==> config.mk <==
export PLATFORM = sky130hd
export DESIGN_NAME = tcw_apb
export DESIGN_NICKNAME = d
export VERILOG_FILES = /design/src/rtl/tcw_pkg.sv /design/src/rtl/tcw_apb.sv
export SDC_FILE = /design/constraint.sdc
export NUM_CORES = 1
export LEC_CHECK = 0
export BUFFER_PORTS_ARGS = -buffer_cell sky130_fd_sc_hd__buf_2
export CAP_MARGIN = 40
export CORE_MARGIN = 2
export CORE_UTILIZATION = 34
export CTS_BUF_LIST = sky130_fd_sc_hd__clkbuf_4 sky130_fd_sc_hd__clkbuf_8
export CTS_CLUSTER_DIAMETER = 30
export DETAILED_ROUTE_END_ITERATION = 10
export GPL_ROUTABILITY_DRIVEN = 0
export HOLD_SLACK_MARGIN = 0.06
export PLACE_DENSITY = 0.95
export SLEW_MARGIN = 0
export SYNTH_ARGS = -nofsm -noshare
export SYNTH_HDL_FRONTEND = slang
export SYNTH_SLANG_ARGS = --single-unit
==> constraint.sdc <==
create_clock -name aclk -period 1.21 [get_ports aclk]
set_input_delay 0.0605 -clock aclk [delete_from_list [all_inputs] [get_ports aclk]]
set_output_delay 0.0605 -clock aclk [all_outputs]
set_load 0.01 [all_outputs]
==> src/rtl/tcw_pkg.sv <==
`default_nettype none
package tcw_pkg;

    // default geometry
    localparam int DEF_COLUMNS = 80;
    localparam int DEF_ROWS    = 25;

    // field widths
    localparam int CMD_W    = 2;
    localparam int CHAR_W   = 8;
    localparam int IDX_W    = 11;
    localparam int POS_W    = 11;
    localparam int ROW_W    = 5;
    localparam int COL_W    = 7;
    localparam int CELL_W   = 16;
    localparam int ATTR_W   = 8;
    localparam int S_DATA_W = 24;
    localparam int M_DATA_W = 40;
    localparam int APB_AW   = 2;
    localparam int APB_DW   = 32;

    // commands
    localparam logic [CMD_W-1:0] CMD_PUT   = 2'd0;
    localparam logic [CMD_W-1:0] CMD_CLEAR = 2'd1;
    localparam logic [CMD_W-1:0] CMD_READ  = 2'd2;

    // register map
    localparam logic [APB_AW-1:0] ADDR_ATTR = 2'd0;

    localparam logic [CHAR_W-1:0] NEWLINE_CODE = 8'd10;
    localparam logic [CHAR_W-1:0] BLANK_GLYPH  = 8'h20;
    localparam logic [ATTR_W-1:0] DEF_ATTR     = 8'h07;
    localparam logic [CELL_W-1:0] CLEAR_CELL   = 16'h0720;

endpackage
`default_nettype wire

==> src/rtl/tcw_apb.sv <==
`default_nettype none
module tcw_apb (
    input  wire logic                         aclk,
    input  wire logic                         aresetn,
    input  wire logic                         psel,
    input  wire logic                         penable,
    input  wire logic                         pwrite,
    input  wire logic [tcw_pkg::APB_AW-1:0]   paddr,
    input  wire logic [tcw_pkg::APB_DW-1:0]   pwdata,
    output logic      [tcw_pkg::APB_DW-1:0]   prdata,
    output logic                              pready,
    output logic      [tcw_pkg::ATTR_W-1:0]   attr
);
    import tcw_pkg::*;

    logic [ATTR_W-1:0] attr_reg;
    logic [ATTR_W-1:0] attr_next;
    logic              wr_hit;

    assign pready = 1'b1;
    assign wr_hit = psel && penable && pwrite && pready && (paddr == ADDR_ATTR);

    always_comb begin
        attr_next = attr_reg;
        if (wr_hit) begin
            attr_next = pwdata[ATTR_W-1:0];
        end
    end

    always_ff @(posedge aclk) begin
        if (!aresetn) begin
            attr_reg <= DEF_ATTR;
        end else begin
            attr_reg <= attr_next;
        end
    end

    assign prdata = (paddr == ADDR_ATTR) ? APB_DW'(attr_reg) : '0;
    assign attr   = attr_reg;

endmodule
`default_nettype wire

==> summary.txt, run 1 <==
Final layout
  – Fin nets: 150
  – Area Overhead vs Synth: 26.8%
  – Fill count: 153
  – Proportion of layout cells with a drive suffix above 1: 0.330
  – Number of flip-flops in the largest register: 8
  – # diodes: 0

Run status
  – Status: complete, no violations

Logic synthesis
  – Cell count after synthesis: 72
  – Adder-cell area share of the yosys netlist: 0
  – Compound-cell area share of the yosys netlist: 0.0385
  – Synthesized cell area: 584 um2
  – Sequential area share after synthesis: 0.274
  – Unique cell type count in the Yosys netlist: 15
  – Number of synthesized register bits: 8
  – Simple-Gate Fraction of Synth Area: 0.223
  – Post-Synth XOR/XNOR Area: 0
  – Warnings from Yosys: 0
  – Syn Area/Cell: 8.12 um2
  – Mux share of post-synthesis cell area: 0.0857
  – Largest family of logic cells by synthesized area: buffers and inverters

Route
  – DR WL/cell: 9.26 um
  – Post-route ant nets: 0
  – Vias: 516
  – Drc violations: 0
  – TritonRoute pass-1 iters: 3
  – DR iter-0 viols: 1
  – Vias per cell: 4.13
  – Routed wire length: 1.16 mm

Setup path
  – CP max stage cell: dfxtp_1
  – Worst path bufs/invs: 2
  – CP Data Required Time: 1.15 ns
  – CP Launch Type: flop
  – Biggest cell delay along the critical path: 0.32 ns
  – Crit Path Max Fanout: 2
  – CP cell instances: inv_1, nor3_1, buf_2
  – Critical path endpoint category: primary output
  – Setup Crit Path Kind: flop to primary output
  – Worst path arrival time: 0.97 ns
  – Flop2flop setup slack: 0.60 ns
  – Crit path max-delay family: flip-flops

Min path
  – Hold Path Class: input port to flop

Placement
  – PortBufs: 30
  – Detail Placement HPWL: 847 um

Global routing
  – Vias in the first global route: 384
  – Initial antenna violation count: 0
  – First-pass GRT wire length: 1.61 mm
  – Grt ovf: 0
  – All-Layer GR Usage: 0.112
  – Largest net degree at the start of global routing: 14

Timing
  – Setup violations, final: 0
  – Clock skew: 0 ns
  – Final Hold Violating Endpoints: 0
  – Slew Viols, Final: 0
  – Fmax: 975 MHz
  – Min cycle time layout: 1.03 ns
  – Fin Hold WS: 0.109 ns
  – Final Cycle Share: 0.848
  – Setup TNS: 0 ns
  – RSZ-0062 raised after global routing: no

Floorplanning
  – Full die area: 2070 um2
  – Core area: 1560 um2
  – # IOs: 80
  – Die width: 45.5 um
  – Site Rows: 14
  – Starting density of the core: 0.375
  – Die height: 45.5 um

Clock tree
  – Clock Path Buffers: 2
  – CTS Buf Count: 3
  – Worst-Skew Late Latency: 0.25 ns
  – CTS Hold Buffers Added: 7
  – CTS Root Cell: clkbuf_4
  – Clk sink count: 8
  – Setup Fix Bufs, Post-CTS: 0
  – CTS tree: built
  – Post-cts resize count: 0
  – H-Tree Depth: 1
  – Clock transition at the registers of the reported paths: 0.06 ns

Power and ir drop
  – Power per cell area: 809 nW/um2
  – Leak: 0.412 nW
  – Worst IR drop on VDD: 740 uV

Flow run
  – MaxCap Viol Count: 0
[power by group]
group	switching [W]	leakage [nW]	internal, W
combinational	0.0000756	0.334	0.0000508
clock	0.0000896	0.0138	0.000113
sequential	0.00000220	0.0648	0.000268
[layout by cell type (no fill, tap or decap), drive strengths merged]
cell         Yosys  final
dfxtp            8      8
conb             2     25
clkbuf           1      3
nand2           10     10
mux2i            5      5
nand3            3      3
nor3             3      3
nor2             1      1
and3             1      1
and2             6      6
buf             26     30
dlygate4sd3      0      8
o211ai           3      3
inv              3      3
[stage by stage]
stage | power [W] | instance area, um2 | util | instances | setup slack (ns)
final | 0.000599 | 741 | 0.475 | 125 | 0.184
after global routing | 0.000649 | 741 | 0.475 | 125 | 0.113
after CTS | 0.000608 | 731 | 0.469 | 124 | 0.177
after detailed placement | 0.000381 | 638 | 0.409 | 114 | 0.275
after global placement | 0.000378 | 638 | 0.409 | 114 | 0.325
after floorplan | 0.000401 | 671 | - | 95 | 0.420
[kinds of logic (layout without fill, tap and decap cells)]
group / Yosys count / after routing
buffers and inverters: 30 / 44
AND/OR/NAND/NOR: 24 / 24
flip-flops: 8 / 8
multiplexers: 5 / 5
AO/OA/AOI/OAI: 3 / 3
other: 2 / 25
[final cells by class]
type / instances / area (um2) / area share
inverters: 3 / 11.3 / 0.0152
flip-flops and latches: 8 / 160 / 0.216
repair buffers: 38 / 230 / 0.311
well taps: 16 / 20.0 / 0.0270
multi-input cells: 57 / 297 / 0.400
clock buffers: 3 / 22.5 / 0.0304
[routing by layer]
metal | share of wire | up-vias | track usage
li1 | - | 255 | -
met1 | 0.36 | 219 | 0.106
met2 | 0.52 | 42 | 0.206
met3 | 0.12 | 0 | 0.0714
met4 | 0 | 0 | 0.0176
met5 | 0 | - | 0
[synth_stat cells]
| library cell | count | share of area |
|---|---|---|
| buf_6 | 1 | 0.019 |
| nor3_1 | 3 | 0.026 |
| and2_1 | 5 | 0.054 |
| mux2i_1 | 5 | 0.086 |
| nand2_1 | 10 | 0.064 |
| and2_4 | 1 | 0.015 |
| dfxtp_1 | 8 | 0.27 |
| o211ai_1 | 3 | 0.039 |
| conb_1 | 2 | 0.013 |
| nand3_1 | 3 | 0.026 |
| nor2_4 | 1 | 0.019 |
| clkbuf_1 | 1 | 0.0064 |
| buf_4 | 25 | 0.32 |
| inv_1 | 3 | 0.019 |
| and3_4 | 1 | 0.019 |
[path summary, 6_finish.rpt]
kind,start,end,depth (start not counted)
setup / recovery,attr[2],prdata[2],3
hold / removal,aresetn,attr[0],2
setup reg to reg,attr[2],attr[2],2
hold reg to reg,attr[6],attr[6],2
Note: power is estimated with default switching activity, not from simulation.
==> run 2, diff against run 1 <==
- CORE_UTILIZATION: 34 -> 28
- PLACE_DENSITY: 0.95 -> 0.88
- clock period: 1.21 -> 0.85 ns (I/O delays scaled with it)
==> summary.txt, run 2 (synthesized netlist as in run 1, its figures left out) <==
Setup path
  – R2R Path End: attr[2]
  – CP Data Required Time: 0.81 ns (-0.34 ns)
  – Critical path endpoint category: primary output
  – Flop2flop setup slack: 0.13 ns (-0.47 ns)
  – Critical path startpoint: attr[1]
  – CP Launch Type: flop
  – Setup Crit Path Kind: flop to primary output
  – Worst-case reg-to-reg path depth: 3 (+1)
  – R2R Path Start: attr[2]
  – Crit Path Max Fanout: 2 (unchanged)
  – CP Capture Point: prdata[1]
  – Worst path arrival time: 0.93 ns (-0.04 ns)

Floorplanning
  – Core area: 1960 um2 (+26%)
  – Full die area: 2470 um2 (+19%)
  – Starting density of the core: 0.298 (-0.0770)
  – Site Rows: 16 (+2)
  – Die width: 49.7 um (+9.3%)
  – Die height: 49.7 um (+9.3%)
  – # IOs: 80 (unchanged)

Clock tree
  – H-Tree Depth: 1 (unchanged)
  – Clock transition at the registers of the reported paths: 0.05 ns (about the same)
  – Clock Path Buffers: 2 (unchanged)
  – Worst-Skew Late Latency: 0.24 ns (about the same)
  – CTS tree: built
  – CTS Buf Count: 3 (unchanged)
  – CTS Root Cell: clkbuf_4
  – Clk sink count: 8 (unchanged)

Power and ir drop
  – Internal: 0.000626 W (+45%)
  – Sw Ratio: 0.273 (-0.00579)
  – Power per cell area: 1040 nW/um2 (+29%)
  – Psw: 0.000235 W (+41%)
  – Leak: 0.433 nW (+5.0%)
  – Clk pwr share: 0.321 (-0.018)
  – Comb power frac: 0.230 (+0.019)
  – Worst IR drop on VDD: 891 uV (+20%)
  – Reg power frac: 0.449 (-0.002)

Global routing
  – Initial antenna violation count: 0 (unchanged)
  – Vias in the first global route: 466 (+21%)
  – Largest net degree at the start of global routing: 14 (unchanged)
  – First-pass GRT wire length: 1.95 mm (+21%)
  – All-Layer GR Usage: 0.108 (-0.00467)
  – Grt ovf: 0 (unchanged)

Final layout
  – # diodes: 0 (unchanged)
  – Seq. cell area: 170 um2 (+6.2%)
  – Multi-input logic area: 317 um2 (+6.8%)
  – Core Util, Final: 0.422 (-0.0536)
  – Fin nets: 154 (+2.7%)
  – Proportion of layout cells with a drive suffix above 1: 0.496 (+0.165)
  – Commonest cells after routing, fill and taps aside: 28 x buf_2, 25 x conb_1, 10 x nand2_1
  – Fill count: 221 (+44%)
  – Filler-free cell count of the finished design: 140 (+12%)
  – Number of flip-flops in the largest register: 8 (unchanged)
  – Most common cell after layout, fill and taps aside: buf_2
  – Area Overhead vs Synth: 41.5%

Timing
  – Final Hold Violating Endpoints: 0 (unchanged)
  – RSZ-0062 raised after global routing: yes
  – Final Cycle Share: 1.14
  – Setup ws final: -0.122 ns (-0.306 ns)
  – Clock skew: 0 ns (unchanged)
  – Min cycle time layout: 0.972 ns
  – Fin Hold WS: 0.119 ns (+0.0102 ns)
  – Fmax: 1030 MHz
  – Slew Viols, Final: 0 (unchanged)
  – Setup violations, final: 6 (+6)

Run status
  – Status: finished, violations left
  – Failing checks: negative setup slack

Route
  – Routed wire length: 1.25 mm (+7.5%)
  – DR WL/cell: 8.89 um (-4.0%)
  – DR iter-0 viols: 5 (+4)
  – Drc violations: 0 (unchanged)
  – TritonRoute pass-1 iters: 4 (+1)
  – Vias per cell: 3.66 (-11%)
  – Post-route ant nets: 0 (unchanged)
  – Vias: 513 (-0.58%)

Placement
  – Dpl cells: 126 (+11%)
  – PortBufs: 30 (unchanged)
  – Detail Placement HPWL: 900 um (+6.3%)

Flow run
  – MaxCap Viol Count: 0 (unchanged)

Min path
  – Hold Path Class: input port to flop
==> run 2: cell count changes in the layout (fill, tap and decap cells not counted), sizes merged <==
cell	before	now
buf	30	34
==> run 2: worst min path at each step <==
stage / endpoint / start / cells after the start
2_1_floorplan: prdata[0] / paddr[0] / 1
3_3_place_gp: attr[3] / pwdata[3] / 3
3_5_place_dp: attr[3] / pwdata[3] / 3
4_1_cts: attr[1] / aresetn / 2
5_1_grt: attr[1] / aresetn / 2
6_report: attr[1] / aresetn / 2
==> run 2: final cells by class <==
type / instances / area share
Timing Repair Buffer: 42 / 0.330
Tap cell: 27 / 0.0408
Sequential cell: 8 / 0.206
Inverter: 3 / 0.0136
Multi-Input combinational cell: 57 / 0.383
Clock buffer: 3 / 0.0272
==> run 2: power groups by stage <==
stage | Combinational (W) | Clock, W | Sequential (W)
finish | 0.000198 | 0.000277 | 0.000386
global route | 0.000217 | 0.000317 | 0.000387
floorplan | 0.000176 | 0 | 0.000396
global placement | 0.000153 | 0 | 0.000393
detailed placement | 0.000154 | 0 | 0.000393
CTS | 0.000192 | 0.000293 | 0.000386
==> run 2: layer usage <==
| metal | global-route usage | routed length [um] |
|---|---|---|
| met1 | 0.106 | 482 |
| met4 | 0.0324 | 23 |
| met3 | 0.0545 | 93 |
| met2 | 0.196 | 646 |
| met5 | 0 | 0 |
==> run 2: metrics by stage <==
| stage | setup TNS [ns] | power [W] | area (um2) | worst slack [ns] |
|---|---|---|---|---|
| 5_1_grt | -0.547 | 0.000921 | 827 | -0.146 |
| 3_3_place_gp | 0 | 0.000546 | 659 | 0.0689 |
| 3_5_place_dp | 0 | 0.000546 | 659 | 0.0544 |
| 6_report | -0.198 | 0.000861 | 827 | -0.122 |
| 4_1_cts | -0.255 | 0.000872 | 810 | -0.0560 |
| 2_1_floorplan | 0 | 0.000571 | 671 | 0.0782 |
==> run 2: worst max-delay path: stages (launching register included) <==
cell     delay [ns]
dfxtp_2        0.33
inv_2          0.04
nor3_2         0.15
buf_2          0.17
==> run 2: what timing repair did <==
item,in CTS,in global routing
hold buffers,8,0
pin swaps,3,0
resized for setup,14,4
setup endpoints to repair,8,8
hold endpoints to repair,8,0
buffers inserted,3,0
