### src/rtl/tcw_pkg.sv
`default_nettype none
package tcw_pkg;

    // default geometry
    localparam int DEF_COLUMNS = 80;
    localparam int DEF_ROWS    = 25;

    // field widths
    localparam int CMD_W    = 2;
    localparam int CHAR_W   = 8;
    localparam int IDX_W    = 11;
    localparam int POS_W    = 11;
    localparam int ROW_W    = 5;
    localparam int COL_W    = 7;
    localparam int CELL_W   = 16;
    localparam int ATTR_W   = 8;
    localparam int S_DATA_W = 24;
    localparam int M_DATA_W = 40;
    localparam int APB_AW   = 2;
    localparam int APB_DW   = 32;

    // commands
    localparam logic [CMD_W-1:0] CMD_PUT   = 2'd0;
    localparam logic [CMD_W-1:0] CMD_CLEAR = 2'd1;
    localparam logic [CMD_W-1:0] CMD_READ  = 2'd2;

    // register map
    localparam logic [APB_AW-1:0] ADDR_ATTR = 2'd0;

    localparam logic [CHAR_W-1:0] NEWLINE_CODE = 8'd10;
    localparam logic [CHAR_W-1:0] BLANK_GLYPH  = 8'h20;
    localparam logic [ATTR_W-1:0] DEF_ATTR     = 8'h07;
    localparam logic [CELL_W-1:0] CLEAR_CELL   = 16'h0720;

endpackage
`default_nettype wire

### src/rtl/tcw_ctrl.sv
`default_nettype none
module tcw_ctrl #(
    parameter int COLUMNS = tcw_pkg::DEF_COLUMNS,
    parameter int ROWS    = tcw_pkg::DEF_ROWS,
    parameter int CELLS   = ROWS * COLUMNS,
    parameter int AW      = $clog2(CELLS)
) (
    input  wire logic                          aclk,
    input  wire logic                          aresetn,
    input  wire logic                          s_valid,
    output logic                               s_ready,
    input  wire logic [tcw_pkg::CMD_W-1:0]     cmd,
    input  wire logic [tcw_pkg::CHAR_W-1:0]    char_code,
    input  wire logic [tcw_pkg::IDX_W-1:0]     cell_index,
    output logic                               m_valid,
    input  wire logic                          m_ready,
    output logic      [tcw_pkg::M_DATA_W-1:0]  m_data,
    input  wire logic [tcw_pkg::ATTR_W-1:0]    attr,
    output logic                               ram_we,
    output logic      [AW-1:0]                 ram_waddr,
    output logic      [tcw_pkg::CELL_W-1:0]    ram_wdata,
    output logic                               ram_re,
    output logic      [AW-1:0]                 ram_raddr,
    input  wire logic [tcw_pkg::CELL_W-1:0]    ram_rdata
);
    import tcw_pkg::*;

    localparam int RW = $clog2(ROWS);
    localparam int CW = $clog2(COLUMNS);

    localparam logic [AW-1:0] LAST_CELL   = AW'(CELLS - 1);
    localparam logic [AW-1:0] LAST_COPY   = AW'(CELLS - COLUMNS - 1);
    localparam logic [AW-1:0] BOTTOM_ROW  = AW'(CELLS - COLUMNS);
    localparam logic [RW-1:0] LAST_ROW    = RW'(ROWS - 1);
    localparam logic [CW-1:0] LAST_COL    = CW'(COLUMNS - 1);

    localparam logic [2:0] ST_INIT   = 3'd0;
    localparam logic [2:0] ST_IDLE   = 3'd1;
    localparam logic [2:0] ST_READ   = 3'd2;
    localparam logic [2:0] ST_CLEAR  = 3'd3;
    localparam logic [2:0] ST_SCR_RD = 3'd4;
    localparam logic [2:0] ST_SCR_WR = 3'd5;
    localparam logic [2:0] ST_BLANK  = 3'd6;
    localparam logic [2:0] ST_DONE   = 3'd7;

    logic [2:0]          state_reg, state_next;
    logic [AW-1:0]       ctr_reg, ctr_next;
    logic [RW-1:0]       row_reg, row_next;
    logic [CW-1:0]       col_reg, col_next;
    logic [AW-1:0]       pos_reg, pos_next;
    logic                scr_reg, scr_next;
    logic                rd_ok_reg, rd_ok_next;
    logic [CELL_W-1:0]   data_reg, data_next;
    logic                m_valid_reg, m_valid_next;
    logic [M_DATA_W-1:0] m_data_reg, m_data_next;

    logic                accept;
    logic                in_range;
    logic                load_out;
    logic [AW-1:0]       addend;
    logic [AW-1:0]       sum;
    logic [AW-1:0]       nl_pos;

    assign s_ready  = (state_reg == ST_IDLE);
    assign accept   = s_valid && s_ready;
    assign in_range = (32'(cell_index) < CELLS);
    assign load_out = (state_reg == ST_DONE) && (!m_valid_reg || m_ready);

    // shared address unit: next cell for sweeps, source row for the scroll copy
    assign addend = (state_reg == ST_SCR_RD) ? AW'(COLUMNS) : AW'(1);
    assign sum    = ctr_reg + addend;
    assign nl_pos = pos_reg + (AW'(COLUMNS) - AW'(col_reg));

    always_comb begin
        state_next   = state_reg;
        ctr_next     = ctr_reg;
        row_next     = row_reg;
        col_next     = col_reg;
        pos_next     = pos_reg;
        scr_next     = scr_reg;
        rd_ok_next   = rd_ok_reg;
        data_next    = data_reg;
        m_valid_next = m_valid_reg;
        m_data_next  = m_data_reg;
        ram_we       = 1'b0;
        ram_waddr    = ctr_reg;
        ram_wdata    = CLEAR_CELL;
        ram_re       = 1'b0;
        ram_raddr    = sum;

        if (m_valid_reg && m_ready) begin
            m_valid_next = 1'b0;
        end

        unique case (state_reg)
            ST_INIT: begin
                ram_we = 1'b1;
                ctr_next = sum;
                if (ctr_reg == LAST_CELL) begin
                    ctr_next   = '0;
                    state_next = ST_IDLE;
                end
            end
            ST_IDLE: begin
                if (accept) begin
                    scr_next   = 1'b0;
                    data_next  = '0;
                    state_next = ST_DONE;
                    unique case (cmd)
                        CMD_PUT: begin
                            if (char_code == NEWLINE_CODE) begin
                                col_next = '0;
                                row_next = row_reg + RW'(1);
                                pos_next = nl_pos;
                            end else begin
                                ram_we    = 1'b1;
                                ram_waddr = pos_reg;
                                ram_wdata = {attr, char_code};
                                pos_next  = pos_reg + AW'(1);
                                if (col_reg == LAST_COL) begin
                                    col_next = '0;
                                    row_next = row_reg + RW'(1);
                                end else begin
                                    col_next = col_reg + CW'(1);
                                end
                            end
                            // wrap or newline off the bottom row
                            if ((row_reg == LAST_ROW) &&
                                ((char_code == NEWLINE_CODE) || (col_reg == LAST_COL))) begin
                                row_next   = LAST_ROW;
                                col_next   = '0;
                                pos_next   = BOTTOM_ROW;
                                scr_next   = 1'b1;
                                ctr_next   = '0;
                                state_next = ST_SCR_RD;
                            end
                        end
                        CMD_CLEAR: begin
                            row_next   = '0;
                            col_next   = '0;
                            pos_next   = '0;
                            ctr_next   = '0;
                            state_next = ST_CLEAR;
                        end
                        CMD_READ: begin
                            ram_re     = in_range;
                            ram_raddr  = AW'(cell_index);
                            rd_ok_next = in_range;
                            state_next = ST_READ;
                        end
                        default: begin
                            state_next = ST_DONE;
                        end
                    endcase
                end
            end
            ST_READ: begin
                data_next  = rd_ok_reg ? ram_rdata : '0;
                state_next = ST_DONE;
            end
            ST_CLEAR: begin
                ram_we   = 1'b1;
                ctr_next = sum;
                if (ctr_reg == LAST_CELL) begin
                    ctr_next   = '0;
                    state_next = ST_DONE;
                end
            end
            ST_SCR_RD: begin
                ram_re     = 1'b1;
                state_next = ST_SCR_WR;
            end
            ST_SCR_WR: begin
                ram_we     = 1'b1;
                ram_wdata  = ram_rdata;
                ctr_next   = sum;
                state_next = (ctr_reg == LAST_COPY) ? ST_BLANK : ST_SCR_RD;
            end
            ST_BLANK: begin
                ram_we    = 1'b1;
                ram_wdata = {attr, BLANK_GLYPH};
                ctr_next  = sum;
                if (ctr_reg == LAST_CELL) begin
                    ctr_next   = '0;
                    state_next = ST_DONE;
                end
            end
            ST_DONE: begin
                if (load_out) begin
                    m_valid_next = 1'b1;
                    m_data_next  = {data_reg, scr_reg, COL_W'(col_reg),
                                    ROW_W'(row_reg), POS_W'(pos_reg)};
                    state_next   = ST_IDLE;
                end
            end
            default: begin
                state_next = ST_IDLE;
            end
        endcase
    end

    always_ff @(posedge aclk) begin
        if (!aresetn) begin
            state_reg   <= ST_INIT;
            ctr_reg     <= '0;
            row_reg     <= '0;
            col_reg     <= '0;
            pos_reg     <= '0;
            m_valid_reg <= 1'b0;
        end else begin
            state_reg   <= state_next;
            ctr_reg     <= ctr_next;
            row_reg     <= row_next;
            col_reg     <= col_next;
            pos_reg     <= pos_next;
            m_valid_reg <= m_valid_next;
        end
    end

    always_ff @(posedge aclk) begin
        scr_reg    <= scr_next;
        rd_ok_reg  <= rd_ok_next;
        data_reg   <= data_next;
        m_data_reg <= m_data_next;
    end

    assign m_valid = m_valid_reg;
    assign m_data  = m_data_reg;

`ifndef SYNTHESIS
    // cursor never leaves the store
    a_pos_in_store: assert property (@(posedge aclk) disable iff (!aresetn)
        32'(pos_reg) < CELLS)
        else $error("cursor beyond store");

    // linear position tracks row and column
    a_pos_consistent: assert property (@(posedge aclk) disable iff (!aresetn)
        32'(pos_reg) == 32'(row_reg) * COLUMNS + 32'(col_reg))
        else $error("cursor position out of step with row/column");

    // no request is taken during a sweep
    a_no_accept_in_sweep: assert property (@(posedge aclk) disable iff (!aresetn)
        (state_reg == ST_INIT || state_reg == ST_CLEAR || state_reg == ST_SCR_RD ||
         state_reg == ST_SCR_WR || state_reg == ST_BLANK) |-> !s_ready)
        else $error("ready during store sweep");

    // a scroll reports the start of the bottom row
    a_scroll_home: assert property (@(posedge aclk) disable iff (!aresetn)
        (state_reg == ST_DONE && scr_reg) |-> (pos_reg == BOTTOM_ROW))
        else $error("scroll left cursor off the bottom row start");

    // requests are never accepted back to back
    a_one_at_a_time: assert property (@(posedge aclk) disable iff (!aresetn)
        accept |=> !s_ready)
        else $error("request accepted back to back");
`endif

endmodule
`default_nettype wire
### config.mk
export PLATFORM = sky130hd
export DESIGN_NAME = tcw_ctrl
export DESIGN_NICKNAME = d
export VERILOG_FILES = /design/src/rtl/tcw_pkg.sv /design/src/rtl/tcw_ctrl.sv
export SDC_FILE = /design/constraint.sdc
export NUM_CORES = 1
export LEC_CHECK = 0
export BUFFER_PORTS_ARGS = -buffer_cell sky130_fd_sc_hd__buf_4
export CAP_MARGIN = 15
export CORE_ASPECT_RATIO = 0.9
export CORE_MARGIN = 8
export CORE_UTILIZATION = 35
export DETAILED_ROUTE_END_ITERATION = 6
export PLACE_DENSITY = 0.63
export REMOVE_ABC_BUFFERS = 1
export SYNTH_ARGS = -nofsm -noshare
export SYNTH_HDL_FRONTEND = slang
export SYNTH_SLANG_ARGS = --single-unit
export TNS_END_PERCENT = 100
### constraint.sdc
create_clock -name aclk -period 3.5 [get_ports aclk]
set_clock_uncertainty 0.2 [all_clocks]
set_input_delay 0.7 -clock aclk [delete_from_list [all_inputs] [get_ports aclk]]
set_output_delay 0.7 -clock aclk [all_outputs]
set_load 0.01 [all_outputs]
==> results_dict.tcl <==
set metrics [dict create \
    outcome "finished, final reports clean" \
    crit_fanout 5 \
    slowest_stage "dfxtp_1" \
    yosysTopAreaCell "edfxtp_1" \
    grt_pass1_wl_mm 24.1 \
    wl_per_cell_um 17.1 \
    grt_max_degree 41 \
    largest_register_ff_count 40 \
    grt_usage 0.152 \
    cts.htree.levels 3 \
    ant_nets 0 \
    synth.most_common_cell "nand2_1" \
    clk_pin_slew_ns 0.06 \
    yosysWarnings 0 \
    relSlewSlack 0.427 \
    avgSynthCellArea_um2 9.85 \
    port_buffers 130 \
    power.switching_w 0.000475 \
    syn-instance-count 544 \
    cts_buffer_depth 2 \
    p_clk_frac 0.423 \
    synth-main-ff-cell "edfxtp_1" \
    path_class "flip-flop to output pin" \
    netlist_area_um2 5360 \
    die_area_um2 19500 \
    critPathCaptureType "output pin" \
    leakagePower_nw 2.90 \
    p_int_w 0.00180 \
    wirelength_mm 15.1 \
    gp_congestion 0.922 \
    clk_latency_ns 0.35 \
    finalCritPeriodShare 0.974 \
    dp.cells 867 \
    start_util 0.353 \
    antenna_cells 0 \
    area_growth_pct 29.2 \
    hold_class "flip-flop to flip-flop" \
    final_util 0.456 \
    dr_total_vias 4600 \
    first_iter_violations 282 \
    root_buffer "clkbuf_16" \
    p_comb_frac 0.052 \
    nFillCells 1469 \
    cp_cell_sequence "nand2b_4, nand2b_4, ha_2, ha_4, a41o_1, a31o_2, nand4_1, xor2_1, a21oi_1, buf_4" \
    critPathArrivalTime_ns 2.51 \
    drive_gt1_frac 0.290 \
    post_dp_cell_area_um2 6590 \
    rsz0062_at_grt "yes" \
    power.total_w 0.00228 \
    synthTopCellsByCount "62 x nand2_1, 58 x edfxtp_1, 54 x nor2_1" \
    rows 43 \
    finalHoldViolCount 0 \
    cp-start-kind "flip-flop" \
    worst_slew_pin_slew_ns 0.859 \
    synth.top_cell.area_share 0.325 \
    place_hpwl_mm 11.6 \
    final_area_um2 6930 \
    numCtsBuffers 9 \
    synth_cell_type_count 74 \
    cap_viol_max_count 0 \
    critPathMostFrequentCell "nand2b_4" \
    grt_pass1_vias 4594 \
    finalMaxSlewViolations 0 \
    power_per_cell_area_nw_per_um2 329 \
    seq_power_share 0.524 \
    ios 131 \
    cp.required_ns 2.60 \
    max_stage_delay_ns 0.39 \
    synth_seq_cells 96 \
    cts_tree "done" \
    ys_seq_area_frac 0.467 \
    holdBufCountCts 0 \
    async_flop_share 0 \
    grt.overflow.total 0 \
    switching_share 0.208 \
    die_w_um 146 \
    core-area_um2 15200 \
    viasPerCell 5.20 \
    ir_drop_mv 0.214 \
    antenna_found_initial 0 \
    cts_sinks 96 \
    synth.area.top_cells "edfxtp_1 32%, dfxtp_1 14%, ha_1 5.1%" \
    fin_cells 884 \
    setup_violations 0 \
    remaining_drc_errors 0 \
    synth_edf_count 58 \
    firstDrtPassIters 6 \
    fmax_mhz 293 \
    dieHeight_um 133 \
    min_period_ns 3.41 \
    final_nets 749 \
]
[cell usage in the layout, fill, tap and decap left out, drive strengths merged, types with 5 or more instances in the layout]
cell type	netlist	layout
nor2	56	56
xnor2	12	12
dfxtp	38	38
o21a	5	5
o21ai	32	32
xor2	10	10
nor3b	7	7
nor2b	13	13
inv	20	20
nor3	11	11
a211oi	8	8
a22oi	11	11
clkbuf	12	12
a21boi	10	10
nand3	18	18
a22o	7	7
a31oi	9	9
a21oi	20	20
and2	24	24
nand2	64	64
buf	15	149
edfxtp	58	58
ha	22	22
and3	6	6
[power groups by stage]
stage	clock [W]	combinational, W	sequential, W
4_1_cts	0.000985	0.000118	0.00119
3_3_place_gp	0	0.000114	0.00122
6_report	0.000964	0.000119	0.00119
3_5_place_dp	0	0.000116	0.00122
2_1_floorplan	0	0.0000371	0.00122
5_1_grt	0.00103	0.000128	0.00119
[stage by stage]
step                TNS [ns]  hold WS [ns]  setup WS [ns]
floorplan                  0         0.200          0.193
global placement     -0.0852         0.200        -0.0463
detailed placement    -0.147         0.205         -0.115
CTS                        0         0.221         0.0490
global route         -0.0702         0.223        -0.0476
finish                     0         0.219         0.0922
[routing by layer]
layer,GRT usage,vias up,part of all wire
li1,-,2219,-
met1,0.193,2202,0.45
met2,0.235,158,0.44
met3,0.0529,21,0.087
met4,0.0577,0,0.016
met5,0,-,0
[critical path, delay by kind of cell (launching register included)]
family                     cells  cell delay [ns]
buffers and inverters          1             0.15
adders and majority gates      2             0.41
DFF                            1             0.39
xor gates and xnor gates       1             0.23
and+or+nand+nor                3             0.38
AOI/OAI and AO/OA              3             0.61
[cell families after synthesis]
family	synth area share
muxes	0.0103
DFF	0.467
and+or+nand+nor	0.214
buffers and inverters	0.0411
AOI/OAI and AO/OA	0.174
xor gates and xnor gates	0.0388
adders and majority gates	0.0551
[what timing repair did]
action	in CTS	in global routing
endpoints found under the setup margin	3	10
buffers inserted	0	1
pin swaps	2	1
resized for setup	5	4
[path summary, 6_finish.rpt]
check | startpoint | endpoint | slack, ns | cells past startpoint
max | state_reg[2]$_SDFFE_PN0P_ | ram_raddr[10] | 0.09 | 10
min | data_reg[3]$_SDFFCE_PN0P_ | m_data[27]$_DFFE_PP_ | 0.22 | 0
max reg2reg | col_reg[0]$_SDFFE_PN0P_ | pos_reg[10]$_SDFFE_PN0P_ | 0.47 | 13
min reg2reg | data_reg[3]$_SDFFCE_PN0P_ | m_data[27]$_DFFE_PP_ | 0.22 | 0
[cell type report]
class / instances / area (um2) / share of cell area
clock buffer: 12 / 236 / 0.0341
tap: 202 / 253 / 0.0365
clock inverter: 4 / 46.3 / 0.00668
timing repair buffer: 149 / 1120 / 0.162
inverter: 20 / 75.1 / 0.0108
sequential: 96 / 2500 / 0.361
multi-input combinational: 401 / 2690 / 0.389
(Power assumes the default switching activity.)
